[config.mk]
export PLATFORM = sky130hd
export DESIGN_NAME = midpoint_circle_rasterizer_top
export DESIGN_NICKNAME = d
export VERILOG_FILES = /design/src/rtl/core/mcr_pkg.sv /design/src/rtl/core/mcr_queue.sv /design/src/rtl/core/mcr_front.sv /design/src/rtl/core/mcr_back.sv /design/src/rtl/core/midpoint_circle_rasterizer_top.sv
export VERILOG_INCLUDE_DIRS = /design/src /design/src/rtl/core
export SDC_FILE = /design/constraint.sdc
export NUM_CORES = 1
export LEC_CHECK = 0
export BUFFER_PORTS_ARGS = -buffer_cell sky130_fd_sc_hd__buf_2
export CAP_MARGIN = 40
export CORE_UTILIZATION = 50
export CTS_BUF_LIST = sky130_fd_sc_hd__clkbuf_8
export DETAILED_ROUTE_END_ITERATION = 7
export GPL_ROUTABILITY_DRIVEN = 1
export PLACE_DENSITY = 0.72
export SETUP_SLACK_MARGIN = 0.02
export SLEW_MARGIN = 15
export SYNTH_ARGS = -nofsm -noshare
export SYNTH_HDL_FRONTEND = slang
export SYNTH_HIERARCHICAL = 1
export SYNTH_SLANG_ARGS = --single-unit
[constraint.sdc]
create_clock -name clock -period 9.3 [get_ports clock]
set_input_delay 1.86 -clock clock [delete_from_list [all_inputs] [get_ports clock]]
set_output_delay 1.86 -clock clock [all_outputs]
set_load 0.05 [all_outputs]
[src/rtl/core/midpoint_circle_rasterizer_top_assert.svh]
// Assertion macros shared by the circle rasterizer RTL.
`ifndef MIDPOINT_CIRCLE_RASTERIZER_TOP_ASSERT_SVH
`define MIDPOINT_CIRCLE_RASTERIZER_TOP_ASSERT_SVH

// Same-cycle implication, checked outside reset.
`define MCR_ASSERT_NOW(label, clk, rst, ante, cons, msg) \
   label: assert property (@(posedge clk) disable iff (rst) (ante) |-> (cons)) \
      else $error(msg);

// Next-cycle implication, checked outside reset.
`define MCR_ASSERT_NEXT(label, clk, rst, ante, cons, msg) \
   label: assert property (@(posedge clk) disable iff (rst) (ante) |=> (cons)) \
      else $error(msg);

`endif

[src/rtl/core/mcr_pkg.sv]
// Shared constants and types for the midpoint circle rasterizer.
package mcr_pkg;

   localparam int COORD_BITS_DEF = 10;
   localparam int QUEUE_DEPTH    = 2;

   // Item kinds carried on the request tuser bit.
   localparam logic KIND_START = 1'b0;
   localparam logic KIND_STEP  = 1'b1;

   // Decision value constants of the midpoint iteration.
   localparam int DEC_INIT     = 3;
   localparam int DEC_INC_EAST = 6;
   localparam int DEC_INC_DIAG = 10;

   // Width of the symmetric point index and the index of the final one.
   localparam int         OCT_BITS = 3;
   localparam logic [2:0] OCT_LAST = 3'd7;

   typedef struct packed {
      logic full;
      logic empty;
   } mcr_qstat_type;

endpackage

[src/rtl/core/mcr_queue.sv]
// Small register queue between the circle front end and the point emitter.
module mcr_queue #(
   parameter int WIDTH = 42,
   parameter int DEPTH = mcr_pkg::QUEUE_DEPTH
) (
   input  logic                  clock,
   input  logic                  reset,
   input  logic                  push,
   input  logic [WIDTH-1:0]      push_data,
   input  logic                  pop,
   output logic [WIDTH-1:0]      head_data,
   output mcr_pkg::mcr_qstat_type status
);
   import mcr_pkg::*;

   localparam int PTR_BITS = (DEPTH > 1) ? $clog2(DEPTH) : 1;
   localparam int CNT_BITS = $clog2(DEPTH + 1);

   logic [WIDTH-1:0]    slot_ff [DEPTH];
   logic [PTR_BITS-1:0] wr_ptr_ff, wr_ptr_in;
   logic [PTR_BITS-1:0] rd_ptr_ff, rd_ptr_in;
   logic [CNT_BITS-1:0] count_ff, count_in;
   logic                do_push, do_pop;

   assign status.full  = (count_ff == CNT_BITS'(DEPTH));
   assign status.empty = (count_ff == '0);
   assign do_push      = push && !status.full;
   assign do_pop       = pop && !status.empty;
   assign head_data    = slot_ff[rd_ptr_ff];

   always_comb begin
      wr_ptr_in = wr_ptr_ff;
      rd_ptr_in = rd_ptr_ff;
      count_in  = count_ff;
      if (do_push) begin
         wr_ptr_in = (wr_ptr_ff == PTR_BITS'(DEPTH - 1)) ? '0 : wr_ptr_ff + 1'b1;
      end
      if (do_pop) begin
         rd_ptr_in = (rd_ptr_ff == PTR_BITS'(DEPTH - 1)) ? '0 : rd_ptr_ff + 1'b1;
      end
      if (do_push && !do_pop) begin
         count_in = count_ff + 1'b1;
      end else if (do_pop && !do_push) begin
         count_in = count_ff - 1'b1;
      end
   end

   always_ff @(posedge clock) begin
      if (reset) begin
         wr_ptr_ff <= '0;
         rd_ptr_ff <= '0;
         count_ff  <= '0;
      end else begin
         wr_ptr_ff <= wr_ptr_in;
         rd_ptr_ff <= rd_ptr_in;
         count_ff  <= count_in;
      end
   end

   always_ff @(posedge clock) begin
      if (do_push) begin
         slot_ff[wr_ptr_ff] <= push_data;
      end
   end

endmodule

[src/rtl/core/mcr_front.sv]
// Front end: accepts items, runs the midpoint iteration and queues point sets.
module mcr_front #(
   parameter int COORD_BITS = mcr_pkg::COORD_BITS_DEF,
   localparam int ENTRY_W   = 4 * COORD_BITS + 2
) (
   input  logic                   clock,
   input  logic                   reset,
   input  logic                   req_valid,
   output logic                   req_ready,
   input  logic                   kind,
   input  logic [COORD_BITS-1:0]  center_x,
   input  logic [COORD_BITS-1:0]  center_y,
   input  logic [COORD_BITS-2:0]  radius,
   input  mcr_pkg::mcr_qstat_type qstat,
   output logic                   push,
   output logic [ENTRY_W-1:0]     push_data
);
   import mcr_pkg::*;

   localparam int CB    = COORD_BITS;
   localparam int DEC_W = CB + 3;

   logic [CB-1:0]    origin_x_ff, origin_x_in;
   logic [CB-1:0]    origin_y_ff, origin_y_in;
   logic [CB:0]      offset_x_ff, offset_x_in;
   logic [CB-1:0]    offset_y_ff, offset_y_in;
   logic [DEC_W-1:0] decision_ff, decision_in;
   logic             active_ff, active_in;

   logic             accept;
   logic [DEC_W-1:0] x_ext, y_ext, dec_init, dec_step;
   logic [CB-1:0]    y_step;
   logic [CB:0]      x_step;
   logic             done_step, done;

   assign req_ready = !qstat.full;
   assign accept    = req_valid && req_ready;

   // One midpoint iteration from the held state.
   always_comb begin
      x_ext    = {{2{offset_x_ff[CB]}}, offset_x_ff};
      y_ext    = {{3{offset_y_ff[CB-1]}}, offset_y_ff};
      dec_init = DEC_W'(DEC_INIT) - (DEC_W'(radius) << 1);
      if (decision_ff[DEC_W-1]) begin
         dec_step = decision_ff + (x_ext << 2) + DEC_W'(DEC_INC_EAST);
         y_step   = offset_y_ff;
      end else begin
         dec_step = decision_ff + ((x_ext - y_ext) << 2) + DEC_W'(DEC_INC_DIAG);
         y_step   = offset_y_ff - 1'b1;
      end
      x_step    = offset_x_ff + 1'b1;
      done_step = $signed(x_step) > $signed({y_step[CB-1], y_step});
   end

   always_comb begin
      origin_x_in = origin_x_ff;
      origin_y_in = origin_y_ff;
      offset_x_in = offset_x_ff;
      offset_y_in = offset_y_ff;
      decision_in = decision_ff;
      active_in   = active_ff;
      push        = 1'b0;
      done        = 1'b0;
      if (accept) begin
         if (kind == KIND_START) begin
            origin_x_in = center_x;
            origin_y_in = center_y;
            offset_x_in = '0;
            offset_y_in = CB'(radius);
            decision_in = dec_init[DEC_W-1:0];
            active_in   = 1'b1;
            push        = 1'b1;
         end else if (active_ff) begin
            offset_x_in = x_step;
            offset_y_in = y_step;
            decision_in = dec_step;
            active_in   = !done_step;
            done        = done_step;
            push        = 1'b1;
         end
      end
   end

   assign push_data = {done, offset_y_in, offset_x_in, origin_y_in, origin_x_in};

   always_ff @(posedge clock) begin
      if (reset) begin
         active_ff   <= 1'b0;
         origin_x_ff <= '0;
         origin_y_ff <= '0;
         offset_x_ff <= '0;
         offset_y_ff <= '0;
         decision_ff <= '0;
      end else begin
         active_ff   <= active_in;
         origin_x_ff <= origin_x_in;
         origin_y_ff <= origin_y_in;
         offset_x_ff <= offset_x_in;
         offset_y_ff <= offset_y_in;
         decision_ff <= decision_in;
      end
   end

endmodule

[src/rtl/core/mcr_back.sv]
// Back end: walks one queued point set through its eight symmetric points.
module mcr_back #(
   parameter int COORD_BITS = mcr_pkg::COORD_BITS_DEF,
   localparam int ENTRY_W   = 4 * COORD_BITS + 2,
   localparam int OUT_W     = COORD_BITS + 2
) (
   input  logic                   clock,
   input  logic                   reset,
   input  logic [ENTRY_W-1:0]     head_data,
   input  mcr_pkg::mcr_qstat_type qstat,
   output logic                   pop,
   output logic                   rsp_valid,
   input  logic                   rsp_ready,
   output logic [OUT_W-1:0]       point_x,
   output logic [OUT_W-1:0]       point_y,
   output logic [2:0]             octant,
   output logic                   last_of_step,
   output logic                   circle_done
);
   import mcr_pkg::*;

   localparam int CB = COORD_BITS;

   logic [CB-1:0]       cx, cy, y_off;
   logic [CB:0]         x_off;
   logic                done_head;
   logic [OUT_W-1:0]    cx_w, cy_w, x_w, y_w, add_x, add_y, px_calc, py_calc;
   logic                swap, neg_x, neg_y, load;

   logic [OCT_BITS-1:0] oct_ff, oct_in;
   logic                valid_ff, valid_in;
   logic [OUT_W-1:0]    px_ff, py_ff;
   logic [OCT_BITS-1:0] oct_out_ff;
   logic                last_ff, done_ff;

   assign {done_head, y_off, x_off, cy, cx} = head_data;

   // Octant order: odd points swap x and y, points four to seven negate
   // the x term, points two to five negate the y term.
   always_comb begin
      cx_w    = {2'b00, cx};
      cy_w    = {2'b00, cy};
      x_w     = {x_off[CB], x_off};
      y_w     = {{2{y_off[CB-1]}}, y_off};
      swap    = oct_ff[0];
      neg_x   = oct_ff[2];
      neg_y   = oct_ff[2] ^ oct_ff[1];
      add_x   = swap ? y_w : x_w;
      add_y   = swap ? x_w : y_w;
      px_calc = neg_x ? cx_w - add_x : cx_w + add_x;
      py_calc = neg_y ? cy_w - add_y : cy_w + add_y;
   end

   assign load     = !qstat.empty && (!valid_ff || rsp_ready);
   assign pop      = load && (oct_ff == OCT_LAST);
   assign oct_in   = load ? oct_ff + 1'b1 : oct_ff;
   assign valid_in = load || (valid_ff && !rsp_ready);

   always_ff @(posedge clock) begin
      if (reset) begin
         oct_ff   <= '0;
         valid_ff <= 1'b0;
      end else begin
         oct_ff   <= oct_in;
         valid_ff <= valid_in;
      end
   end

   always_ff @(posedge clock) begin
      if (load) begin
         px_ff      <= px_calc;
         py_ff      <= py_calc;
         oct_out_ff <= oct_ff;
         last_ff    <= (oct_ff == OCT_LAST);
         done_ff    <= done_head;
      end
   end

   assign rsp_valid    = valid_ff;
   assign point_x      = px_ff;
   assign point_y      = py_ff;
   assign octant       = oct_out_ff;
   assign last_of_step = last_ff;
   assign circle_done  = done_ff;

endmodule

[src/rtl/core/midpoint_circle_rasterizer_top.sv]
// Top level of the midpoint circle rasterizer with eight-way symmetry.
//
//   Channel  Direction  tdata (low bit up)                       tuser        tlast
//   req_     in         center_x, center_y, radius               kind         -
//   rsp_     out        point_x, point_y, octant                 circle_done  last_of_step
//
// Every item that starts a circle, or that advances an active one, yields
// eight points, one per cycle while the result port accepts them.
// An advance item with no circle in progress is taken and yields nothing.
// Reset is synchronous and active high. The front end keeps taking items
// while the two-entry queue has room, so a stalled result port only stops
// input once the queue is full.
module midpoint_circle_rasterizer_top #(
   parameter int COORD_BITS = mcr_pkg::COORD_BITS_DEF,
   localparam int REQ_W     = ((3 * COORD_BITS - 1 + 7) / 8) * 8,
   localparam int OUT_W     = COORD_BITS + 2,
   localparam int RSP_W     = ((2 * OUT_W + 3 + 7) / 8) * 8
) (
   input  logic             clock,
   input  logic             reset,
   input  logic             req_tvalid,
   output logic             req_tready,
   input  logic [REQ_W-1:0] req_tdata,  // center_x, center_y, radius, zero padding
   input  logic             req_tuser,  // kind
   output logic             rsp_tvalid,
   input  logic             rsp_tready,
   output logic [RSP_W-1:0] rsp_tdata,  // point_x, point_y, octant, zero padding
   output logic             rsp_tuser,  // circle_done
   output logic             rsp_tlast   // last_of_step
);
   import mcr_pkg::*;

   `include "midpoint_circle_rasterizer_top_assert.svh"

   localparam int ENTRY_W = 4 * COORD_BITS + 2;

   // Unpacked request fields.
   logic [COORD_BITS-1:0] center_x, center_y;
   logic [COORD_BITS-2:0] radius;

   // Queue traffic between the front end and the point emitter.
   mcr_qstat_type         qstat;
   logic                  push, pop;
   logic [ENTRY_W-1:0]    push_data, head_data;

   // Result fields from the emitter's output register.
   logic [OUT_W-1:0]      point_x, point_y;
   logic [2:0]            octant;

   // Handshake terms used by the checks at the end.
   logic                  start_take;
   logic                  rsp_marked;

   assign center_x = req_tdata[COORD_BITS-1:0];
   assign center_y = req_tdata[2*COORD_BITS-1:COORD_BITS];
   assign radius   = req_tdata[3*COORD_BITS-2:2*COORD_BITS];

   // The front end owns the circle state and runs one iteration per advance item of an active circle.
   mcr_front #(
      .COORD_BITS(COORD_BITS)
   ) u_front (
      .clock     (clock),
      .reset     (reset),
      .req_valid (req_tvalid),
      .req_ready (req_tready),
      .kind      (req_tuser),
      .center_x  (center_x),
      .center_y  (center_y),
      .radius    (radius),
      .qstat     (qstat),
      .push      (push),
      .push_data (push_data)
   );

   // Each queue entry is one point set: origin, offsets and the done flag.
   mcr_queue #(
      .WIDTH(ENTRY_W),
      .DEPTH(QUEUE_DEPTH)
   ) u_queue (
      .clock     (clock),
      .reset     (reset),
      .push      (push),
      .push_data (push_data),
      .pop       (pop),
      .head_data (head_data),
      .status    (qstat)
   );

   // The emitter turns the head entry into eight points behind a register.
   mcr_back #(
      .COORD_BITS(COORD_BITS)
   ) u_back (
      .clock        (clock),
      .reset        (reset),
      .head_data    (head_data),
      .qstat        (qstat),
      .pop          (pop),
      .rsp_valid    (rsp_tvalid),
      .rsp_ready    (rsp_tready),
      .point_x      (point_x),
      .point_y      (point_y),
      .octant       (octant),
      .last_of_step (rsp_tlast),
      .circle_done  (rsp_tuser)
   );

   assign rsp_tdata = {(RSP_W - 2 * OUT_W - 3)'(0), octant, point_y, point_x};

   assign start_take = req_tvalid && req_tready && (req_tuser == KIND_START);
   assign rsp_marked = rsp_tvalid && rsp_tlast;

   // The queue can never claim to be full and empty at once.
   `MCR_ASSERT_NOW(a_queue_state, clock, reset, 1'b1, !(qstat.full && qstat.empty), "queue state")
   // The marked point of a set is always the eighth one.
   `MCR_ASSERT_NOW(a_last_oct, clock, reset, rsp_marked, octant == OCT_LAST, "last not eighth")
   // A taken start item always leaves a point set waiting in the queue.
   `MCR_ASSERT_NEXT(a_start_queued, clock, reset, start_take, !qstat.empty, "start not queued")

endmodule
==> impl_metrics.toml <==
[setup_path]
crit_type = "flip-flop to flip-flop"
start_kind = "flip-flop"
cp-end-kind = "flip-flop"
cp.depth = 13
worstPathCellList = "buf_4 -> mux2_2 -> mux2i_1 -> ha_1 -> a21oi_1 -> xor2_1 -> ha_1 -> a21o_1 -> or3_1 -> o221ai_1 -> nand2b_1 -> a21oi_1 -> xnor2_1"
critPathArrivalTime_ns = 4.26
path_max_fanout = 42
required_ns = 9.53
r2r_end = "u_back/point_y[9]$_DFFE_PP_"
crit_end = "u_back/point_y[9]$_DFFE_PP_"
rrSetupSlack_ns = 5.27
slowest_stage = "buf_4"
crit_buf_inv = 1
cp_slowest_stage_delay_ns = 0.47
crit_family = "multiplexers"
reg2reg_depth = 13

[global_route]
grt_pass1_wl_um = 38000
globalRouteTotalUtil = 0.220
grt_antenna_before_repair = 0
grt_overflow = 0
grt_pass1_vias = 7575
grt_max_degree = 64

[final_layout]
utilization = 0.558
fin_nets = 1244
area_growth_pct = 9.19
antennaDiodeCount = 0
fin_cells = 1402
drive_gt1_frac = 0.159
stdcell_area_um2 = 11800

[detailed_routing]
wire_per_inst_um = 16.5
drtAntennaViolNets = 0
drt_wl_total_um = 23200
vias_per_cell = 5.62
firstDrtPassIters = 5
drc = 0
drtIter0Drc = 413
via_count = 7884

[pwr]
clock_power_share = 0.201
intPower_w = 0.00156
peakVddDrop_uv = 98.7
p_leak_nw = 4.78
p_sw_frac = 0.396
power_density_nw_per_um2 = 220
p_sw_w = 0.00102
fin_total_pwr_w = 0.00259
sequentialPowerShare = 0.390
p_comb_frac = 0.409

[die]
die_h_um = 149
start_util = 0.511
boundaryPins = 73
dieArea_um2 = 22200
core_area_um2 = 21100
rows = 53
die-width_um = 149

[sta]
maxSlewViolCount = 0
grt_setup_unrepaired = "no"
max_slew.worst_pin.slew_ns = 0.923
tns_ns = 0
period_minus_slack_ns = 4.03
fmax_mhz = 248
setup-violations-final = 0
finalHoldViolations = 0
min_period_over_period = 0.433
slew_headroom = 0.383
skew_ns = 0.0179

[clock_tree]
cts_resized = 0
clk_pin_slew_ns = 0.11
ctsHtreeMaxLevel = 4
cts_sinks = 176
cts_buffers = 17
cts-root-buf = "clkbuf_8"
clkLatencyLatePin_ns = 0.47
cts_tree = "built"
cts_hold_buf = 0
clk_path_buf_depth = 2
cts_setup_buffers = 0

[status]
status = "complete, no violations"

[synth]
synth_top_area_share = 0.315
syn_avg_cell_area_um2 = 10.2
yosysUniqueCellTypes = 74
yosysMostFrequentCell = "edfxtp_1"
ys_dominant_reg_cell = "edfxtp_1"
synth_common_cells = "edfxtp_1, nand2_1, ha_1"
synth_area_um2 = 10800
seq_area_frac_synth = 0.432
ys.warnings.count = 6
synth_edf_count = 113
yosysTopAreaCell = "edfxtp_1"
ys_ff_latch = 176
synth-async-reset-ratio = 0
synth_cells = 1057
yosys-top-cells-area = "edfxtp_1, dfxtp_1, ha_1"

[place]
portBuffers = 64
gp_congestion = 0.867
post-place-cells = 1370
post-dp-hpwl_um = 16700
place_area_um2 = 11400

[flow_run]
max_cap_viol_count = 0

[hold_path]
min_path_type = "flip-flop to flip-flop"
registers in the layout, indices dropped and copies added, names as in the netlist, 3 cells and up, named ones only:
register             count
u_back/oct_ff            3
u_back/octant            3
u_back/point_x          12
u_back/point_y          12
u_front/decision_ff     12
u_front/offset_x_ff     11
u_front/offset_y_ff     10
u_front/origin_x_ff     10
u_front/origin_y_ff     10
u_queue/slot_ff         84
cell usage in the layout, fill, tap and decap left out, types with 10 or more instances in the layout:
cell and count:
edfxtp_1 113, nand2_1 109, ha_1 88, a21oi_1 82, nor2_1 70, buf_2 64, dfxtp_1 61, inv_1 51
xnor2_1 49, mux2_2 43, xor2_1 38, nor2b_1 31, mux2i_1 28, nor3_1 28, o21ai_0 24, clkbuf_8 17
o21ai_1 13, buf_4 12, o22ai_1 12, o21a_1 11, a21o_1 11, nor4_1 10, nand3_1 10
routing by layer:
metal / global-route usage / share of wire / wire [µm]
met1: 0.290 / 0.46 / 10600
met2: 0.368 / 0.48 / 11200
met3: 0.0361 / 0.041 / 957
met4: 0.0689 / 0.017 / 390
met5: 0 / 0 / 0
power groups by stage:
stage	combinational, W	clock (W)	sequential [W]
after floorplan	0.000685	0	0.00118
after global placement	0.00101	0	0.00104
after detailed placement	0.00105	0	0.00103
after CTS	0.00106	0.000533	0.00101
after global routing	0.00116	0.000567	0.00102
final	0.00106	0.000519	0.00101
layout make-up:
cell class,count,area (µm²)
Fill cell,1852,9310
Multi-Input combinational cell,788,5730
Clock inverter,15,163
Timing Repair Buffer,78,450
Tap cell,275,344
Clock buffer,17,234
Sequential cell,176,4660
Inverter,53,199
cell families after synthesis:
| kind of cell | Yosys count | synth area share |
|---|---|---|
| and+or+nand+nor | 311 | 0.140 |
| AOI/OAI and AO/OA | 215 | 0.128 |
| DFF | 176 | 0.432 |
| buffers and inverters | 97 | 0.0397 |
| adders and majority gates | 93 | 0.111 |
| xor gates and xnor gates | 89 | 0.0737 |
| muxes | 75 | 0.0753 |
| other | 1 | 0.000348 |
worst min path at each step:
stage | startpoint | endpoint | slack [ns] | depth (start not counted)
finish | u_front/origin_x_ff[7]$_SDFF_PP0_ | u_front/origin_x_ff[7]$_SDFF_PP0_ | 0.47 | 2
global route | u_front/origin_y_ff[8]$_SDFF_PP0_ | u_front/origin_y_ff[8]$_SDFF_PP0_ | 0.49 | 2
CTS | u_front/origin_y_ff[7]$_SDFF_PP0_ | u_front/origin_y_ff[7]$_SDFF_PP0_ | 0.47 | 2
detailed placement | u_front/origin_y_ff[7]$_SDFF_PP0_ | u_front/origin_y_ff[7]$_SDFF_PP0_ | 0.46 | 2
global placement | u_front/origin_y_ff[1]$_SDFF_PP0_ | u_front/origin_y_ff[1]$_SDFF_PP0_ | 0.45 | 2
floorplan | u_back/oct_ff[2]$_SDFFE_PP0P_ | u_back/octant[2]$_DFFE_PP_ | 0.43 | 0
worst min-delay path, stage by stage, from the launching register on:
cell	delay, ns
dfxtp_1	0.31
nand2_1	0.06
a21oi_1	0.06
stage by stage:
step	setup slack (ns)	hold slack (ns)
floorplan	5.05	0.431
global placement	4.86	0.451
detailed placement	4.94	0.460
CTS	5.26	0.475
global route	5.03	0.488
finish	5.27	0.471
(Power assumes the default switching activity.)
